--- config.mk ---
export PLATFORM = sky130hd
export DESIGN_NAME = deq_ctrl
export DESIGN_NICKNAME = d
export VERILOG_FILES = /design/src/design/deq_pkg.sv /design/src/design/deq_ctrl.sv
export SDC_FILE = /design/constraint.sdc
export NUM_CORES = 1
export LEC_CHECK = 0
export ABC_AREA = 1
export BUFFER_PORTS_ARGS = -buffer_cell sky130_fd_sc_hd__buf_2
export CORE_AREA = 3 3 40 42
export DETAILED_ROUTE_END_ITERATION = 7
export DIE_AREA = 0 0 43 45
export SLEW_MARGIN = 20
export SYNTH_ARGS = -nofsm -noshare
export SYNTH_HDL_FRONTEND = slang
export SYNTH_SLANG_ARGS = --single-unit
--- constraint.sdc ---
create_clock -name aclk -period 1.25 [get_ports aclk]
set_clock_uncertainty 0.05 [all_clocks]
set_input_delay 0.0625 -clock aclk [delete_from_list [all_inputs] [get_ports aclk]]
set_output_delay 0.0625 -clock aclk [all_outputs]
set_load 0.02 [all_outputs]
--- src/design/deq_pkg.sv ---
// Shared constants, op codes, command/status structs and ring arithmetic
// for the deque core. No dependencies.
`default_nettype none

package deq_pkg;

    localparam int DEPTH     = 8192;
    localparam int ADDR_W    = $clog2(DEPTH);
    localparam int CNT_W     = $clog2(DEPTH + 1);
    localparam int WORD_W    = 32;
    localparam int OP_W      = 3;
    localparam int OCC_W     = 14;
    localparam int S_FIELD_W = OP_W + WORD_W;
    localparam int S_TDATA_W = ((S_FIELD_W + 7) / 8) * 8;
    localparam int M_FIELD_W = 3 * WORD_W + OCC_W + 2;
    localparam int M_TDATA_W = ((M_FIELD_W + 7) / 8) * 8;

    localparam logic [OP_W-1:0] OP_PUSH_FRONT = 3'd0;
    localparam logic [OP_W-1:0] OP_PUSH_BACK  = 3'd1;
    localparam logic [OP_W-1:0] OP_POP_FRONT  = 3'd2;
    localparam logic [OP_W-1:0] OP_POP_BACK   = 3'd3;
    localparam logic [OP_W-1:0] OP_PEEK       = 3'd4;

    localparam logic [WORD_W-1:0] NONE_WORD = '1;

    // controller -> datapath
    typedef struct packed {
        logic accept;    // input beat taken this cycle
        logic exec;      // apply op to pointers, count and cached ends
        logic rd;        // read the new end word from the store
        logic load;      // copy read data into the cached end
        logic out_load;  // load the result register
    } deq_cmd_t;

    // datapath -> controller
    typedef struct packed {
        logic need_read; // pop leaves words behind: refill a cached end
        logic out_free;  // result register can take a new beat
    } deq_stat_t;

    // (pos + off) mod DEPTH for pos, off < DEPTH
    function automatic logic [ADDR_W-1:0] ring_add(input logic [ADDR_W-1:0] pos,
                                                   input logic [ADDR_W-1:0] off);
        logic [ADDR_W:0] sum;
        sum = {1'b0, pos} + {1'b0, off};
        if (sum >= (ADDR_W + 1)'(DEPTH)) begin
            sum = sum - (ADDR_W + 1)'(DEPTH);
        end
        return sum[ADDR_W-1:0];
    endfunction

endpackage

`default_nettype wire

--- src/design/deq_ctrl.sv ---
// Sequencing state machine of the deque core.
// Depends on deq_pkg for the command and status structs.
`default_nettype none

module deq_ctrl (
    input  wire               aclk,
    input  wire               aresetn,
    input  wire               s_tvalid,
    output logic              s_tready,
    input  deq_pkg::deq_stat_t stat,
    output deq_pkg::deq_cmd_t  cmd
);
    import deq_pkg::*;

    typedef enum logic [2:0] {
        ST_IDLE,
        ST_EXEC,
        ST_READ,
        ST_LOAD,
        ST_DONE
    } state_t;

    state_t state_reg;
    logic   s_tready_reg;

    always_ff @(posedge aclk) begin
        if (!aresetn) begin
            state_reg    <= ST_IDLE;
            s_tready_reg <= 1'b1;
        end else begin
            unique case (state_reg)
                ST_IDLE: begin
                    if (s_tvalid) begin
                        state_reg    <= ST_EXEC;
                        s_tready_reg <= 1'b0;
                    end
                end
                ST_EXEC: begin
                    state_reg <= stat.need_read ? ST_READ : ST_DONE;
                end
                ST_READ: begin
                    state_reg <= ST_LOAD;
                end
                ST_LOAD: begin
                    state_reg <= ST_DONE;
                end
                ST_DONE: begin
                    if (stat.out_free) begin
                        state_reg    <= ST_IDLE;
                        s_tready_reg <= 1'b1;
                    end
                end
                default: begin
                    state_reg    <= ST_IDLE;
                    s_tready_reg <= 1'b1;
                end
            endcase
        end
    end

    assign s_tready = s_tready_reg;

    always_comb begin
        cmd          = '0;
        cmd.accept   = s_tvalid && s_tready_reg;
        cmd.exec     = (state_reg == ST_EXEC);
        cmd.rd       = (state_reg == ST_READ);
        cmd.load     = (state_reg == ST_LOAD);
        cmd.out_load = (state_reg == ST_DONE) && stat.out_free;
    end

endmodule

`default_nettype wire

### Yosys cells after proc, flatten, opt, wreduce, memory -nomap -nowiden

Index checks and enable logic that the tools add are counted.

* register bits: 4
* output and inout bits: 6

* equality and inequality tests: 6
* bitwise operators: 1
* reduce and logical (&&, ||, !) cells: 6
* muxes and demuxes: 7

Operators by type and width (number)
* $pmux W3 S5: 1
* $mux W3: 3
* $eq A3 B2 Y1 const B: 2
* $ne A2 B2 Y1 const B: 2
* $eq A3 B1 Y1 const B: 1
* $eq A3 B3 Y1 const B: 1
* $logic_not A3 Y1: 1
* $pmux W1 S3: 1
* $reduce_and A3 Y1: 1
* $reduce_or A3 Y1: 1
* $logic_and A1 B1 Y1: 2
* $mux W1: 2
* $reduce_and A2 Y1: 1
* $not A1 Y1: 1

### Longest topological paths before layout

Gate-level depths: netlist (run 1).

* word-level depth: 4
* depth in mapped cells: 5
* depth with buffers taken out: 5

### Worst setup path after synthesis (run 1)

Ideal clock, no wire load.

* kind: reg2out
* from: reg state_reg[2]
* to: out cmd[0] in the netlist's numbering
* buffers on the path: 0
* data required time: 1.138 ns
* arrival time: 1.163 ns
* stages on the path, launching flop included: 3
* setup slack: -0.026 ns
* cells stage by stage: dfxtp_1 > inv_2 > nor4_1

RTL lines
* start, declared: RTL line deq_ctrl.sv:23 `state_t state_reg;`
* start signal, assigned: RTL line deq_ctrl.sv:39 `state_reg <= stat.need_read ? ST_READ : ST_DONE;`
* end, declared: RTL line deq_ctrl.sv:11 `output deq_pkg::deq_cmd_t cmd`

==> results.toml, run 1 <==
[run_status]
status = "finished, final reports clean"

[global_routing]
grt_pass1_wl_um = 738
grt.total_usage_pct = 5.58
antenna_found_initial = 0
overflow = 0
grt_max_degree = 8
grt_pass1_vias = 208

[drt]
wire_per_inst_um = 7.98
dr_total_vias = 238
dr.first_iter.drc_count = 0
ant_nets = 0
drt_wl_total_um = 479
drc = 0
dr.pass1.iters = 1
via_per_inst = 3.97

[worst_setup_path]
cp-end-kind = "output port"
slowest_stage = "dfxtp_4"
worstPathArrival_ns = 1.04
crit_type = "flip-flop to output port"
critical_path_peak_fanout = 6
cp_top_family = "flip-flops"
cp_cell_sequence = "inv_2 > nor4_2 > buf_2"
crit_path_start_kind = "flip-flop"
worstPathRequired_ns = 1.14
crit_buf_inv = 2
slowest_delay_ns = 0.38

[worst_hold_path]
hp-class = "input pin to flip-flop"

[sta]
tightestPinTransition_ns = 0.205
finalCriticalPeriod_ns = 1.15
drv_slew = 0
hold_viol = 0
whs_ns = 0.0514
setup_tns_ns = 0
fmax_mhz = 871
final.period_utilization_pct = 91.8
rsz0062_at_grt = "no"
slew_headroom_pct = 86.2
setup_viol = 0

[synth]
synth_fp_nets = 37
synth_ff_type = "dfxtp_1"
synth_area_leaders = "dfxtp_1, nand2_1, inv_1, nor2_1, a21oi_2"
syn_area_um2 = 214
yosysMostFrequentCell = "nand2_1"
ys_top_cells_by_count = "nand2_1, inv_1, nor2_1"
ys_warn_count = 0
synth_enable_flop_cells = 0
ys_seq_area_share_pct = 37.4
synth_cells = 32
syn_area_per_cell_um2 = 6.69
synthArstFlopShare_pct = 0
ys_seq_elements = 4
synth_top_area_share_pct = 37.4
ys_types = 11
synth_top_cell_by_area = "dfxtp_1"

[final_layout]
nets = 52
largest_register_ffs = 3
n_antenna_cell = 0
final_cell_area_um2 = 318
drive_gt1_share_pct = 48.9
area_growth_pct = 48.5
nFillCells = 151
utilization_pct = 24.7

[clock_network]
cts.htree.levels = 1
numCtsBuffers = 3
clkTransAtPathRegs_ns = 0.04
clkLatencyLatePin_ns = 0.23
cts_buffer_depth = 2
cts_tree = "done"
cts_setup_buffers = 0
cts_sinks = 4
cts_root_buf = "clkbuf_4"
holdBufCountCts = 0

[power_and_ir_drop]
power_density_nw_per_um2 = 1210
p_leak_uw = 0.000168
ir_drop_mv = 0.283

[floorplanning]
die_w_um = 43
fp.dieH_um = 45
rows = 13
start_util_pct = 16.7
die-area_um2 = 1940
design.portCount = 11
core_region_area_um2 = 1280

[job]
maxCapViolations = 0

[place]
place_congestion = 0.689
port_buffers = 10
place_hpwl_um = 380
dpl-instance-area_um2 = 289
## stage by stage
stage	total power (µW)	setup WS [ns]	cells
2_1_floorplan	207	0.194	32
3_3_place_gp	233	0.232	57
3_5_place_dp	234	0.226	57
4_1_cts	397	0.0488	60
5_1_grt	406	0.0313	60
6_report	386	0.102	60
## layout make-up
type / count / area (µm²) / share of cell area [%]
inverter: 6 / 22.5 / 7.09
clock buffer: 3 / 22.5 / 7.09
multi-input combinational: 22 / 118 / 37.0
tap: 15 / 18.8 / 5.91
timing repair buffer: 10 / 50.0 / 15.7
sequential: 4 / 86.3 / 27.2
## final timing paths
kind                                   start           end  slack (ns)  cells after the start
worst max register to register  state_reg[1]      s_tready        0.28                      4
worst min-delay path                 stat[1]  state_reg[1]        0.05                      3
worst min register to register      s_tready      s_tready        0.41                      2
worst max-delay path            state_reg[2]        cmd[0]        0.10                      3
## metal layers
metal / global-route usage (%) / vias to the layer above / wire (µm)
li1: - / 129 / -
met1: 5.06 / 104 / 188
met2: 8.38 / 5 / 249
met3: 2.39 / 0 / 41
met4: 7.23 / 0 / 0
met5: 0 / - / 0
## placed cells by master, fill, tap and decap left out
cell type and n:
o22ai_1 1, nor4_1 1, inv_2 1, clkbuf_4 3, nor4_2 1, dfxtp_1 1
inv_1 5, nor2_1 5, dfxtp_4 1, buf_2 10, nor2_2 1, dfxtp_2 2
nand3_1 2, nand3_2 1, a21oi_2 2, nand2_1 8
## power by group
part / switching (µW) / internal [µW] / leakage [µW]
combinational: 47.7 / 30.1 / 0.000119
sequential: 14.4 / 139 / 0.0000345
clock: 47.5 / 107 / 0.0000138
total: 110 / 276 / 0.000168
## worst register-to-register path, cell delays in order (launching register included)
cell and delay, ns:
dfxtp_2 0.35, nor2_1 0.16, nand3_2 0.11, a21oi_2 0.13, nand2_1 0.06
## cell families after synthesis
logic type / synth area share, %
buf+inv: 10.5
compound gates: 11.1
simple gates: 40.9
flops: 37.4
## what timing repair did
item,4_1_cts,5_1_grt
setup endpoints to repair,1,2
gates cloned,0,0
resized for setup,1,3
Power figures use the tool's default switching activity.
==> run 2: changes to the inputs <==
--- a/config.mk
+++ b/config.mk
@@ -8,8 +8,10 @@
 export ABC_AREA = 1
 export BUFFER_PORTS_ARGS = -buffer_cell sky130_fd_sc_hd__buf_2
 export CORE_AREA = 3 3 40 42
+export CTS_BUF_LIST = sky130_fd_sc_hd__clkbuf_8
 export DETAILED_ROUTE_END_ITERATION = 7
 export DIE_AREA = 0 0 43 45
+export PLACE_DENSITY_LB_ADDON = 0.08
 export SLEW_MARGIN = 20
 export SYNTH_ARGS = -nofsm -noshare
 export SYNTH_HDL_FRONTEND = slang
==> run 2 against run 1 <==
  * Clock power grew 72%
  * Highest routed layer is now met4
  * First-iteration DRC count grew 1
  * Largest power group unchanged
  * Count of clock-buffer cells in the layout is the same
==> results.toml, run 2 (same netlist as run 1, synthesis figures left out) <==
[run_status]
status = "finished, final reports clean"

[final_layout]
largest_register_ffs = 3
n_antenna_cell = 0
nFillCells = 149
fin_cells = 60
area_growth_pct = 58.5
nets = 52
final_common_cell = "buf_2"
drive_gt1_share_pct = 46.7
final_cell_mix = "buf_2, nand2_1, inv_1"

[power_and_ir_drop]
p_switching_uw = 124
p_int_uw = 374
p_leak_uw = 0.000175
pwr-share-clk_pct = 53.3
seqPwrFrac_pct = 30.7
power_density_nw_per_um2 = 1470
total_power_uw = 498
p_sw_share_pct = 25.0
ir_drop_mv = 0.490
combPwrFrac_pct = 15.9

[drt]
dr_total_vias = 244
drc = 0
dr.first_iter.drc_count = 1
drt_wl_total_um = 511
dr.pass1.iters = 4
ant_nets = 0
via_per_inst = 4.07
wire_per_inst_um = 8.52

[global_routing]
antenna_found_initial = 0
grt_pass1_vias = 203
grt_pass1_wl_um = 807
grt_max_degree = 8
overflow = 0
grt.total_usage_pct = 6.16

[worst_setup_path]
worstPathRequired_ns = 1.14
critical_path_peak_fanout = 7
worstPathArrival_ns = 1.07
crit_type = "flip-flop to output port"
cp-end-kind = "output port"
crit_path_start_kind = "flip-flop"

[clock_network]
clkTransAtPathRegs_ns = 0.03
cts.htree.levels = 1
cts_root_buf = "clkbuf_8"
clkLatencyLatePin_ns = 0.21
cts_tree = "done"
cts_buffer_depth = 2
cts_setup_buffers = 0
cts_sinks = 4
numCtsBuffers = 3

[sta]
drv_slew = 0
tightestPinTransition_ns = 0.254
final.period_utilization_pct = 94.7
slew_headroom_pct = 83.1
fmax_mhz = 845
worst_slack_ns = 0.0662
hold_viol = 0
setup_viol = 0
whs_ns = 0.0676
finalCriticalPeriod_ns = 1.18
setup_tns_ns = 0
rsz0062_at_grt = "no"

[job]
maxCapViolations = 0

[place]
place_hpwl_um = 441
place_ws_ns = 0.183
port_buffers = 10
place_congestion = 0.744
dp.cells = 57

[floorplanning]
rows = 13
start_util_pct = 16.7
die_w_um = 43
die-area_um2 = 1940
design.portCount = 11
fp.dieH_um = 45
core_region_area_um2 = 1280

[worst_hold_path]
hp-class = "input pin to flip-flop"
-- run 2: per-stage QoR --
stage               util [%]  instance area [µm²]
finish                  26.4                  339
global route            26.4                  339
CTS                     25.8                  332
detailed placement      22.5                  289
global placement        22.5                  289
floorplan                  -                  220
-- run 2: final timing paths --
path	from	to	slack, ns	depth (start not counted)
max	state_reg[1]	cmd[0]	0.07	2
min	stat[1]	state_reg[1]	0.07	3
min reg2reg	s_tready	s_tready	0.42	2
max reg2reg	state_reg[1]	s_tready	0.24	4
-- run 2: final cells by class --
| type | count | area [µm²] | area share, % |
|---|---|---|---|
| clock buffer | 3 | 41.3 | 12.2 |
| inverter | 6 | 22.5 | 6.64 |
| multi-input combinational | 22 | 120 | 35.4 |
| sequential | 4 | 83.8 | 24.7 |
| tap | 15 | 18.8 | 5.54 |
| timing repair buffer | 10 | 52.6 | 15.5 |
-- run 2: power groups by stage --
stage / Combinational, µW / Sequential [µW] / Clock [µW]
4_1_cts: 79.8 / 154 / 274
6_report: 79.3 / 153 / 266
5_1_grt: 88.2 / 155 / 282
3_5_place_dp: 79.6 / 155 / 0
2_1_floorplan: 48.9 / 158 / 0
3_3_place_gp: 80.0 / 155 / 0
-- run 2: metal layers --
layer  vias to the layer above  wire [µm]  track usage (%)
li1                        131          -                -
met1                       102        214             6.49
met2                         9        226             8.38
met3                         2         60             5.18
met4                         0         10             3.61
met5                         -          0                0
-- run 2: repair_timing --
| item | in CTS | in global routing |
|---|---|---|
| endpoints found under the setup margin | 1 | 2 |
| gates resized for setup | 1 | 3 |
| endpoints found under the hold margin | 0 | 0 |
| hold buffers | 0 | 0 |
-- run 2: critical path, stage by stage, from the launching register on --
cell and delay [ns]:
dfxtp_1 0.37, nor4_2 0.31, buf_4 0.18
==> run 3: changes to the inputs <==
--- a/config.mk
+++ b/config.mk
@@ -11,7 +11,7 @@
 export CTS_BUF_LIST = sky130_fd_sc_hd__clkbuf_8
 export DETAILED_ROUTE_END_ITERATION = 7
 export DIE_AREA = 0 0 43 45
-export PLACE_DENSITY_LB_ADDON = 0.08
+export PLACE_DENSITY = 0.41
 export SLEW_MARGIN = 20
 export SYNTH_ARGS = -nofsm -noshare
 export SYNTH_HDL_FRONTEND = slang
==> run 3 against run 2 <==
  * Clock power barely moved
  * Routed wire length is the same
  * Flip-flop and latch count stayed put
  * Design area fell by 1.5%
  * Via count shrank 7.4%
  * Combinational power down 2%
  * Total power up 0.58%
  * Maximum frequency is 0.94% higher
  * Largest power group unchanged
==> results.toml, run 3 (same netlist as run 1, synthesis figures left out) <==
[power_and_ir_drop]
ir_drop_mv = 0.456
p_leak_uw = 0.000175
power_density_nw_per_um2 = 1500

[floorplanning]
die-area_um2 = 1940
die_w_um = 43
rows = 13
core_region_area_um2 = 1280
design.portCount = 11
start_util_pct = 16.7
fp.dieH_um = 45

[final_layout]
final_common_cell = "buf_2"
nets = 52
final_cell_mix = "buf_2, nand2_1, inv_1"
utilization_pct = 26.0
largest_register_ffs = 3
n_antenna_cell = 0
final_cell_area_um2 = 334
drive_gt1_share_pct = 46.7
area_growth_pct = 56.1
fin_cells = 60

[drt]
drt_wl_total_um = 511
dr.pass1.iters = 2
ant_nets = 0
via_per_inst = 3.77
dr.first_iter.drc_count = 3
dr_total_vias = 226
wire_per_inst_um = 8.52
drc = 0

[worst_setup_path]
crit_path_start_kind = "flip-flop"
worstPathRequired_ns = 1.14
cp-end-kind = "output port"
critical_path_peak_fanout = 6
worstPathArrival_ns = 1.06
crit_type = "flip-flop to output port"

[place]
place_hpwl_um = 409
port_buffers = 10
dpl-instance-area_um2 = 289
place_congestion = 0.725
dp.cells = 57

[global_routing]
overflow = 0
grt_pass1_vias = 234
grt.total_usage_pct = 6.90
grt_max_degree = 8
grt_pass1_wl_um = 862
antenna_found_initial = 0

[sta]
setup_viol = 0
drv_slew = 0
fmax_mhz = 853
rsz0062_at_grt = "no"
whs_ns = 0.0757
hold_viol = 0
slew_headroom_pct = 81.9
finalCriticalPeriod_ns = 1.17
tightestPinTransition_ns = 0.271
setup_tns_ns = 0
final.period_utilization_pct = 93.8

[clock_network]
cts_tree = "done"
numCtsBuffers = 3
cts_root_buf = "clkbuf_8"
clkLatencyLatePin_ns = 0.22
cts_sinks = 4
cts.htree.levels = 1
clkTransAtPathRegs_ns = 0.03
cts_buffer_depth = 2
cts_setup_buffers = 0

[worst_hold_path]
hp-class = "input pin to flip-flop"

[run_status]
status = "finished, final reports clean"

[job]
maxCapViolations = 0
[run 3: changes by cell type in the layout (fill, tap and decap cells not counted)]
cell     before  now
dfxtp_2       0    1
dfxtp_4       1    0
buf_4         1    0
buf_2         9   10
[run 3: worst paths after layout]
kind,depth (start not counted),to,slack [ns],startpoint
min reg2reg,2,s_tready,0.41,s_tready
max,3,cmd[0],0.08,state_reg[2]
max reg2reg,4,s_tready,0.22,state_reg[1]
min,3,state_reg[1],0.08,stat[1]
[run 3: what timing repair did]
| item | in CTS | in global routing |
|---|---|---|
| gates resized for setup | 1 | 1 |
| hold buffers | 0 | 0 |
| endpoints found under the setup margin | 1 | 1 |
[run 3: where the power goes]
part | leakage [µW] | switching, µW | internal (µW)
logic | 0.000120 | 47.4 | 30.6
registers | 0.0000334 | 15.6 | 139
clock network | 0.0000216 | 63.2 | 205
total | 0.000175 | 126 | 375
[run 3: layer usage]
layer / up-vias / routed length, µm / track usage [%] / part of all wire [%]
met2: 7 / 233 / 8.98 / 46
met1: 89 / 219 / 6.24 / 43
met4: 0 / 10 / 9.04 / 2.0
met3: 2 / 48 / 4.78 / 9.4
li1: 128 / - / - / -
met5: - / 0 / 0 / 0
[run 3: critical path, cell delays in order (launching register included)]
cell	delay, ns
dfxtp_2	0.40
inv_2	0.07
nor4_2	0.19
buf_2	0.19
[run 3: cell type report]
| class | count | area (µm²) |
|---|---|---|
| Timing Repair Buffer | 10 | 50.0 |
| Tap cell | 15 | 18.8 |
| Multi-Input combinational cell | 22 | 120 |
| Sequential cell | 4 | 81.3 |
| Inverter | 6 | 22.5 |
| Fill cell | 145 | 951 |
| Clock buffer | 3 | 41.3 |
[run 3: per-stage QoR]
stage / worst slack [ns] / total power, µW
6_report: 0.0772 / 501
5_1_grt: 0.00386 / 538
4_1_cts: 0.0617 / 511
3_5_place_dp: 0.214 / 234
3_3_place_gp: 0.210 / 235
2_1_floorplan: 0.194 / 207
